===== config.mk =====
export PLATFORM = sky130hd
export DESIGN_NAME = round_robin_run_queue_scheduler_core_flat
export DESIGN_NICKNAME = d
export VERILOG_FILES = /design/src/hdl/rrq_pkg.sv /design/src/hdl/rrq_in_if.sv /design/src/hdl/rrq_out_if.sv /design/src/hdl/rrq_queue_ram.sv /design/src/hdl/round_robin_run_queue_scheduler_core.sv /design/src/flat_wrapper.sv
export SDC_FILE = /design/constraint.sdc
export NUM_CORES = 1
export LEC_CHECK = 0
export BUFFER_PORTS_ARGS = -buffer_cell sky130_fd_sc_hd__clkbuf_2
export CAP_MARGIN = 20
export CELL_PAD_IN_SITES_DETAIL_PLACEMENT = 0
export CELL_PAD_IN_SITES_GLOBAL_PLACEMENT = 1
export CORE_MARGIN = 2
export CORE_UTILIZATION = 44
export CTS_BUF_LIST = sky130_fd_sc_hd__clkbuf_16
export DETAILED_ROUTE_END_ITERATION = 12
export GPL_TIMING_DRIVEN = 0
export PLACE_DENSITY_LB_ADDON = 0.1
export RECOVER_POWER = 100
export SLEW_MARGIN = 15
export SYNTH_ARGS = -nofsm -noshare
export SYNTH_HDL_FRONTEND = slang
export SYNTH_SLANG_ARGS = --single-unit

===== constraint.sdc =====
create_clock -name i_clk -period 3.5 [get_ports i_clk]
set_input_delay 0.7 -clock i_clk [delete_from_list [all_inputs] [get_ports i_clk]]
set_output_delay 0.7 -clock i_clk [all_outputs]
set_load 0.02 [all_outputs]

===== src/hdl/rrq_pkg.sv =====
// Package for the round-robin run queue scheduler.
// Holds sizes, operation codes and the thread number type; no dependencies.
package rrq_pkg;

    localparam int MAX_THREADS = 16;
    localparam int TID_W       = 4;
    localparam int FLAG_W      = 2 ** TID_W;
    localparam int QDEPTH      = 16;
    localparam int QADDR_W     = $clog2(QDEPTH);
    localparam int QCNT_W      = $clog2(QDEPTH + 1);
    localparam int FUNC_W      = 2;

    typedef logic [TID_W-1:0]   t_tid;
    typedef logic [FUNC_W-1:0]  t_func;
    typedef logic [FLAG_W-1:0]  t_flags;
    typedef logic [QADDR_W-1:0] t_qaddr;
    typedef logic [QCNT_W-1:0]  t_qcnt;

    localparam t_func FUNC_SCHEDULE = 2'd0;
    localparam t_func FUNC_SWITCH   = 2'd1;
    localparam t_func FUNC_EXIT     = 2'd2;

endpackage


===== src/hdl/rrq_in_if.sv =====
// Request channel of the scheduler: valid, ready and one operation beat.
// Depends on rrq_pkg.
interface rrq_in_if;
    import rrq_pkg::*;

    logic  valid;
    logic  ready;
    t_func func;
    t_tid  thread_id;

    modport source (output valid, output func, output thread_id, input ready);
    modport sink (input valid, input func, input thread_id, output ready);
endinterface


===== src/hdl/rrq_out_if.sv =====
// Result channel of the scheduler: valid, ready and one result beat.
// Depends on rrq_pkg.
interface rrq_out_if;
    import rrq_pkg::*;

    logic valid;
    logic ready;
    logic accepted;
    logic current_valid;
    t_tid current_id;

    modport source (output valid, output accepted, output current_valid,
                    output current_id, input ready);
    modport sink (input valid, input accepted, input current_valid,
                  input current_id, output ready);
endinterface


===== src/hdl/rrq_queue_ram.sv =====
// Generic single-clock RAM with one write port and one registered read port.
// No package dependencies.
module rrq_queue_ram #(
    parameter int DEPTH = 16,
    parameter int WIDTH = 4
) (
    input  logic                     i_clk,
    input  logic                     i_wr_en,
    input  logic [$clog2(DEPTH)-1:0] i_wr_addr,
    input  logic [WIDTH-1:0]         i_wr_data,
    input  logic                     i_rd_en,
    input  logic [$clog2(DEPTH)-1:0] i_rd_addr,
    output logic [WIDTH-1:0]         o_rd_data
);
    logic [WIDTH-1:0] r_mem [DEPTH];
    logic [WIDTH-1:0] r_rd_data;

    always_ff @(posedge i_clk) begin
        if (i_wr_en) begin
            r_mem[i_wr_addr] <= i_wr_data;
        end
    end

    always_ff @(posedge i_clk) begin
        if (i_rd_en) begin
            r_rd_data <= r_mem[i_rd_addr];
        end
    end

    assign o_rd_data = r_rd_data;
endmodule


===== src/hdl/round_robin_run_queue_scheduler_core.sv =====
// Round-robin run queue scheduler: queue RAM, thread flags and control.
// A request beat is taken in S_IDLE; S_EXEC registers its result beat once the output register is empty or being taken.
// A new request is taken only after the last one has executed. The head is read through the queue RAM's
// registered read port when a request is taken; the update and write-back follow in S_EXEC.
// Reset: synchronous, active low; clears pointers, flags, current thread and idle thread.
// The queue RAM is not cleared; only entries that were pushed are ever popped.
module round_robin_run_queue_scheduler_core (
    input  logic              i_clk,
    input  logic              i_rst_n,
    input  logic              i_cfg_we,
    input  rrq_pkg::t_tid     i_cfg_wdata,
    rrq_in_if.sink            i_req,
    rrq_out_if.source         o_rsp
);
    import rrq_pkg::*;

    typedef enum logic {S_IDLE, S_EXEC} t_state;

    t_state r_state;
    t_func  r_func;
    t_tid   r_tid;
    t_tid   r_idle;
    t_qaddr r_head, n_head;
    t_qaddr r_tail, n_tail;
    t_qcnt  r_count, n_count;
    t_flags r_running, n_running;
    t_flags r_queued, n_queued;
    t_tid   r_cur, n_cur;
    logic   r_present, n_present;
    logic   n_acc;

    logic   r_out_valid;
    logic   r_out_acc;
    logic   r_out_cv;
    t_tid   r_out_id;

    logic   wr_en;
    t_qaddr wr_addr;
    t_tid   wr_data;
    t_tid   rd_data;
    logic   req_fire;
    logic   exec_fire;

    assign i_req.ready = (r_state == S_IDLE);
    assign req_fire    = i_req.valid && i_req.ready;
    assign exec_fire   = (r_state == S_EXEC) && (!r_out_valid || o_rsp.ready);

    rrq_queue_ram #(
        .DEPTH (QDEPTH),
        .WIDTH (TID_W)
    ) u_queue_ram (
        .i_clk     (i_clk),
        .i_wr_en   (wr_en),
        .i_wr_addr (wr_addr),
        .i_wr_data (wr_data),
        .i_rd_en   (req_fire),
        .i_rd_addr (r_head),
        .o_rd_data (rd_data)
    );

    always_comb begin
        logic have_new;
        logic resume;
        t_tid new_t;

        n_head    = r_head;
        n_tail    = r_tail;
        n_count   = r_count;
        n_running = r_running;
        n_queued  = r_queued;
        n_cur     = r_cur;
        n_present = r_present;
        n_acc     = 1'b0;
        wr_en     = 1'b0;
        wr_addr   = r_tail;
        wr_data   = r_tid;
        have_new  = 1'b0;
        resume    = 1'b0;
        new_t     = rd_data;

        unique case (r_func)
            FUNC_SCHEDULE: begin
                if ((int'(r_tid) < MAX_THREADS) && !r_queued[r_tid] && !r_running[r_tid]
                        && (r_count < QCNT_W'(QDEPTH))) begin
                    wr_en          = exec_fire;
                    n_tail         = r_tail + 1'b1;
                    n_count        = r_count + 1'b1;
                    n_queued[r_tid] = 1'b1;
                    n_acc          = 1'b1;
                end
            end
            FUNC_SWITCH: begin
                have_new = (r_count != '0);
                if (have_new) begin
                    n_head  = r_head + 1'b1;
                    n_count = r_count - 1'b1;
                end
                if (r_present && r_running[r_cur]) begin
                    if (!have_new) begin
                        resume = 1'b1;
                    end else begin
                        n_running[r_cur] = 1'b0;
                        if (r_cur != r_idle) begin
                            wr_en           = exec_fire;
                            wr_data         = r_cur;
                            n_tail          = r_tail + 1'b1;
                            n_count         = n_count + 1'b1;
                            n_queued[r_cur] = 1'b1;
                        end else begin
                            n_queued[r_cur] = 1'b0;
                        end
                    end
                end
                if (!resume) begin
                    if (!have_new) begin
                        new_t = r_idle;
                    end
                    n_cur            = new_t;
                    n_present        = 1'b1;
                    n_queued[new_t]  = 1'b0;
                    n_running[new_t] = 1'b1;
                    n_acc            = 1'b1;
                end
            end
            FUNC_EXIT: begin
                n_present = 1'b0;
                n_cur     = '0;
            end
            default: begin
            end
        endcase
    end

    always_ff @(posedge i_clk) begin
        if (!i_rst_n) begin
            r_idle <= '0;
        end else if (i_cfg_we) begin
            r_idle <= i_cfg_wdata;
        end
    end

    always_ff @(posedge i_clk) begin
        if (req_fire) begin
            r_func <= i_req.func;
            r_tid  <= i_req.thread_id;
        end
    end

    always_ff @(posedge i_clk) begin
        if (!i_rst_n) begin
            r_state     <= S_IDLE;
            r_head      <= '0;
            r_tail      <= '0;
            r_count     <= '0;
            r_running   <= '0;
            r_queued    <= '0;
            r_cur       <= '0;
            r_present   <= 1'b0;
            r_out_valid <= 1'b0;
            r_out_acc   <= 1'b0;
            r_out_cv    <= 1'b0;
            r_out_id    <= '0;
        end else begin
            if (o_rsp.ready && !exec_fire) begin
                r_out_valid <= 1'b0;
            end
            unique case (r_state)
                S_IDLE: begin
                    if (req_fire) begin
                        r_state <= S_EXEC;
                    end
                end
                S_EXEC: begin
                    if (exec_fire) begin
                        r_state     <= S_IDLE;
                        r_head      <= n_head;
                        r_tail      <= n_tail;
                        r_count     <= n_count;
                        r_running   <= n_running;
                        r_queued    <= n_queued;
                        r_cur       <= n_cur;
                        r_present   <= n_present;
                        r_out_valid <= 1'b1;
                        r_out_acc   <= n_acc;
                        r_out_cv    <= n_present;
                        r_out_id    <= n_present ? n_cur : '0;
                    end
                end
                default: begin
                    r_state <= S_IDLE;
                end
            endcase
        end
    end

    assign o_rsp.valid         = r_out_valid;
    assign o_rsp.accepted      = r_out_acc;
    assign o_rsp.current_valid = r_out_cv;
    assign o_rsp.current_id    = r_out_id;

    a_count_bound: assert property (@(posedge i_clk) disable iff (!i_rst_n)
        r_count <= QCNT_W'(QDEPTH))
        else $error("Queue count exceeds the queue depth.");

    a_count_ptrs: assert property (@(posedge i_clk) disable iff (!i_rst_n)
        QADDR_W'(r_tail - r_head) == r_count[QADDR_W-1:0])
        else $error("Queue count disagrees with head and tail pointers.");

    a_switch_runs: assert property (@(posedge i_clk) disable iff (!i_rst_n)
        (exec_fire && (r_func == FUNC_SWITCH) && n_acc)
            |=> (r_present && r_running[r_cur]))
        else $error("Selected thread is not current and running after a switch.");

    a_result_after_exec: assert property (@(posedge i_clk) disable iff (!i_rst_n)
        $rose(r_out_valid) |-> $past(r_state == S_EXEC))
        else $error("Result beat appeared without an executed request.");
endmodule


===== src/flat_wrapper.sv =====
// flat-port wrapper written by rule: the top's interface ports become plain ports
module round_robin_run_queue_scheduler_core_flat import rrq_pkg::*;
  (i_clk, i_rst_n, i_cfg_we, i_cfg_wdata, i_req_valid, i_req_func, i_req_thread_id, i_req_ready, o_rsp_valid, o_rsp_accepted, o_rsp_current_valid, o_rsp_current_id, o_rsp_ready);
  rrq_in_if i_req_i ();
  rrq_out_if o_rsp_i ();
  input  logic i_clk;
  input  logic i_rst_n;
  input  logic i_cfg_we;
  input  rrq_pkg::t_tid i_cfg_wdata;
  input wire logic [$bits(i_req_i.valid)-1:0] i_req_valid;
  input wire logic [$bits(i_req_i.func)-1:0] i_req_func;
  input wire logic [$bits(i_req_i.thread_id)-1:0] i_req_thread_id;
  output wire logic [$bits(i_req_i.ready)-1:0] i_req_ready;
  output wire logic [$bits(o_rsp_i.valid)-1:0] o_rsp_valid;
  output wire logic [$bits(o_rsp_i.accepted)-1:0] o_rsp_accepted;
  output wire logic [$bits(o_rsp_i.current_valid)-1:0] o_rsp_current_valid;
  output wire logic [$bits(o_rsp_i.current_id)-1:0] o_rsp_current_id;
  input wire logic [$bits(o_rsp_i.ready)-1:0] o_rsp_ready;
  assign i_req_i.valid = i_req_valid;
  assign i_req_i.func = i_req_func;
  assign i_req_i.thread_id = i_req_thread_id;
  assign i_req_ready = i_req_i.ready;
  assign o_rsp_valid = o_rsp_i.valid;
  assign o_rsp_accepted = o_rsp_i.accepted;
  assign o_rsp_current_valid = o_rsp_i.current_valid;
  assign o_rsp_current_id = o_rsp_i.current_id;
  assign o_rsp_i.ready = o_rsp_ready;
  round_robin_run_queue_scheduler_core u_core (.i_clk(i_clk), .i_rst_n(i_rst_n), .i_cfg_we(i_cfg_we), .i_cfg_wdata(i_cfg_wdata), .i_req(i_req_i), .o_rsp(o_rsp_i));
endmodule

==> flow_summary.json <==
{
  "rsz0062_at_grt": "no",
  "cp-start-kind": "register",
  "worst_ep_required_time_ps": 3820,
  "final_core_utilization_pct": 51.5,
  "drtIter0Drc": 435,
  "clock_tree.root_cell": "clkbuf_16",
  "yosys-top-cells-area": "edfxtp_1, dfxtp_1, mux4_2",
  "yosys.area.top_type_share_pct": 32.3,
  "flip_flop_and_latch_count_after_synthesis": 135,
  "critPathMostFrequentCell": "nand2_1",
  "synth_edf_count": 74,
  "timing.rr.end": "u_core.r_queued[14]",
  "netlist_instances": 648,
  "synth_async_sr_flop_share_pct": 0,
  "die_width_um": 129,
  "clk-insertion-delay-late_ps": 440,
  "cts_buffer_depth": 2,
  "critical_path_arrival_ps": 3640,
  "gp_congestion": 0.962,
  "coreArea_um2": 15300,
  "cts_buffers": 17,
  "detail_route.wl_per_cell_um": 22.3,
  "holdWs_ps": 442,
  "synth.yosys.seq_area_share_pct": 50.1,
  "detail-route-antenna-nets": 0,
  "critical_path.endpoint_type": "register",
  "synth.yosys.warnings": 0,
  "timing.hold.worst_path_depth": 1,
  "timing.reg2reg.worst_path_depth": 11,
  "overflow": 0,
  "timing.critical_path.cells": "inv_1 > ha_1 > or4b_1 > clkbuf_1 > clkbuf_2 > nand2_1 > nand2_1 > nand3_1 > nor2_1 > a21oi_1 > o221a_2",
  "leading_registers_by_flop_count": "u_core.u_queue_ram.r_mem: 64 flops, u_core.r_queued: 16 flops, u_core.r_running: 16 flops",
  "first_global_vias": 5498,
  "floorplan.die_area_um2": 16700,
  "cpLargestDelayFamily": "simple AND/OR/NAND/NOR gates",
  "post_route_cells_drive_above_1_share_pct": 14.8,
  "gr-usage-all-layers_pct": 25.8,
  "initial_utilization_pct": 45.1,
  "largest_reg_flops": 64,
  "final-hold-violation-count": 0,
  "top_level_ports": 23,
  "mean_cell_area_of_the_mapped_netlist_um2": 10.6,
  "cts.clk_slew.worst_paths_ps": 60,
  "avgViaCountPerCell": 6.02,
  "fin_crit_sh_pct": 94.9,
  "fin_crit_ps": 3320,
  "grt_pass1_wl_mm": 31.6,
  "status": "completed",
  "most_flop_heavy_register": "u_core.u_queue_ram.r_mem",
  "detailed_route_via_count": 5496,
  "power.density_nw_per_um2": 484,
  "synth_flop_cell": "edfxtp_1",
  "final-max-slew-violation-count": 0,
  "synthesis.nets": 672,
  "clock_skew_ps": 13.1,
  "max_cap_viol_count": 0,
  "design_area_um2": 7870,
  "post_route_setup_tns_ps": 0,
  "maximum_number_of_pins_on_one_net_before_global_route_repair": 17,
  "synth_top_cell_by_area": "edfxtp_1",
  "worst-path-buf-inv": 3,
  "max_incr_delay_on_cp_ps": 480,
  "holdPathEnd": "u_core.r_tid[2]",
  "syn_to_final_growth_pct": 14.3,
  "area_of_combinational_cells_with_multiple_inputs_um2": 3240,
  "port-buffer-count": 21,
  "die_height_um": 129,
  "holdCritPathClass": "primary input to register",
  "synth.top_cells.by_count": "edfxtp_1, nor2_1, nand2_1",
  "cts_tree": "built",
  "worstHoldStart": "i_req_thread_id[2]",
  "antennaDiodeCount": 0,
  "yosys.cell_types.count": 68,
  "wirelength_mm": 20.3,
  "dpl.hpwl_mm": 15.2,
  "critical_path_class": "register to register",
  "reg2reg_slack_ps": 180,
  "post-synth-top-count-cell": "edfxtp_1",
  "nets": 713,
  "worstMarginPinSlew_ps": 876,
  "mappedNetlistArea_um2": 6880,
  "seqCellArea_um2": 3440,
  "cts.sinks": 135,
  "htreeDepth": 4,
  "cell_type_of_the_slowest_stage_on_the_worst_timing_path": "dfxtp_1",
  "fillers": 1404,
  "post-route-drc-count": 0,
  "fmax_mhz": 301,
  "drt_pre_antenna_iters": 5,
  "placement_rows": 45,
  "post_dp_cell_area_um2": 7260,
  "antenna_found_initial": 0,
  "critical_path_peak_fanout": 10,
  "power.static_leakage_nw": 2.74,
  "slew_headroom_pct": 41.0,
  "power.ir.vdd_worst_uv": 633,
  "setup_viol": 0
}
## report_power, final
part	internal (mW)	switching, mW	total, mW
Clock	1.01	0.782	1.79
Sequential	1.69	0.0192	1.71
Combinational	0.0810	0.221	0.302
## cells in the final DEF, fill, tap and decap left out, types with 4 or more instances in the layout
cell / Yosys / final
a31oi_1: 10 / 10
nor3_2: 0 / 4
inv_8: 0 / 5
mux4_2: 24 / 24
nor2_1: 66 / 66
o211a_1: 9 / 9
o221a_2: 4 / 4
edfxtp_1: 74 / 74
nand3_1: 21 / 21
nor2b_1: 9 / 9
a21oi_1: 41 / 41
ha_1: 9 / 9
clkbuf_16: 0 / 17
inv_1: 13 / 14
buf_1: 6 / 5
nand4_1: 7 / 7
o31ai_1: 8 / 8
a221o_1: 4 / 4
o21ai_0: 26 / 28
clkbuf_2: 0 / 14
or3_1: 8 / 8
o32ai_1: 9 / 9
and3_1: 9 / 9
clkbuf_1: 26 / 36
mux2_2: 5 / 4
a22oi_1: 5 / 5
nor3_1: 31 / 27
inv_6: 0 / 4
xnor2_1: 6 / 6
nand2_1: 62 / 62
buf_2: 7 / 6
nand2b_1: 7 / 7
mux2i_1: 19 / 19
dfxtp_1: 61 / 61
## area by class of cell
cell class | instances | area share (%)
Inverter | 16 | 0.764
Timing Repair Buffer | 22 | 1.24
Tap cell | 211 | 3.36
Clock inverter | 15 | 2.02
Sequential cell | 135 | 43.8
Clock buffer | 17 | 5.41
Multi-Input combinational cell | 456 | 41.2
Buffer | 41 | 2.27
## through the flow
step                      worst slack (ps)  cells  power [mW]
after floorplan                        876    648        1.93
after global placement                -192    880        2.04
after detailed placement              -161    881        2.04
after CTS                             57.5    913        3.83
after global routing                  13.6    913        3.92
final                                  179    913        3.80
## per-layer routing
metal  part of all wire, %  wire length (um)  vias to the layer above  track usage (%)
met4                   2.5               499                        0             9.14
li1                      -                 -                     2545                -
met1                    42              8470                     2744             32.2
met5                     0                 0                        -                0
met2                    51             10400                      175             44.9
met3                   4.4               904                       32             5.04
## how the worst max path moves through the flow
stage	endpoint	slack, ps	cells after the start
2_1_floorplan	u_core.u_queue_ram.r_mem[0][3]	880	8
3_3_place_gp	u_core.r_queued[14]	-190	10
3_5_place_dp	u_core.r_queued[14]	-160	10
4_1_cts	u_core.r_queued[14]	60	11
5_1_grt	u_core.u_queue_ram.r_mem[0][0]	10	7
6_report	u_core.r_queued[14]	180	11
## repair_timing
item | 4_1_cts | 5_1_grt
buffers inserted | 0 | 0
gates resized for setup | 2 | 8
hold endpoints to repair | 0 | 0
hold buffers | 0 | 0
endpoints found under the setup margin | 19 | 16
## worst register-to-register path: cells and delay by family (launching register included)
family	cells	cell delay, ps
simple gates	5	1170
buf+inv	3	840
flops	1	480
compound gates	2	420
fa+ha+maj	1	310
## cells by family (layout without fill, tap and decap cells)
family                   count (synthesis)  after routing  synth area share [%]
AO/OA/AOI/OAI                          147            147                  14.9
XOR/XNOR                                 9              9                  1.15
adder cells (fa/ha/maj)                  9              9                  1.64
buffers and inverters                   57            111                  3.46
flip-flops                             135            135                  50.1
multiplexers                            51             51                  12.2
AND/OR/NAND/NOR                        240            240                  16.7
Power figures use the tool's default switching activity.
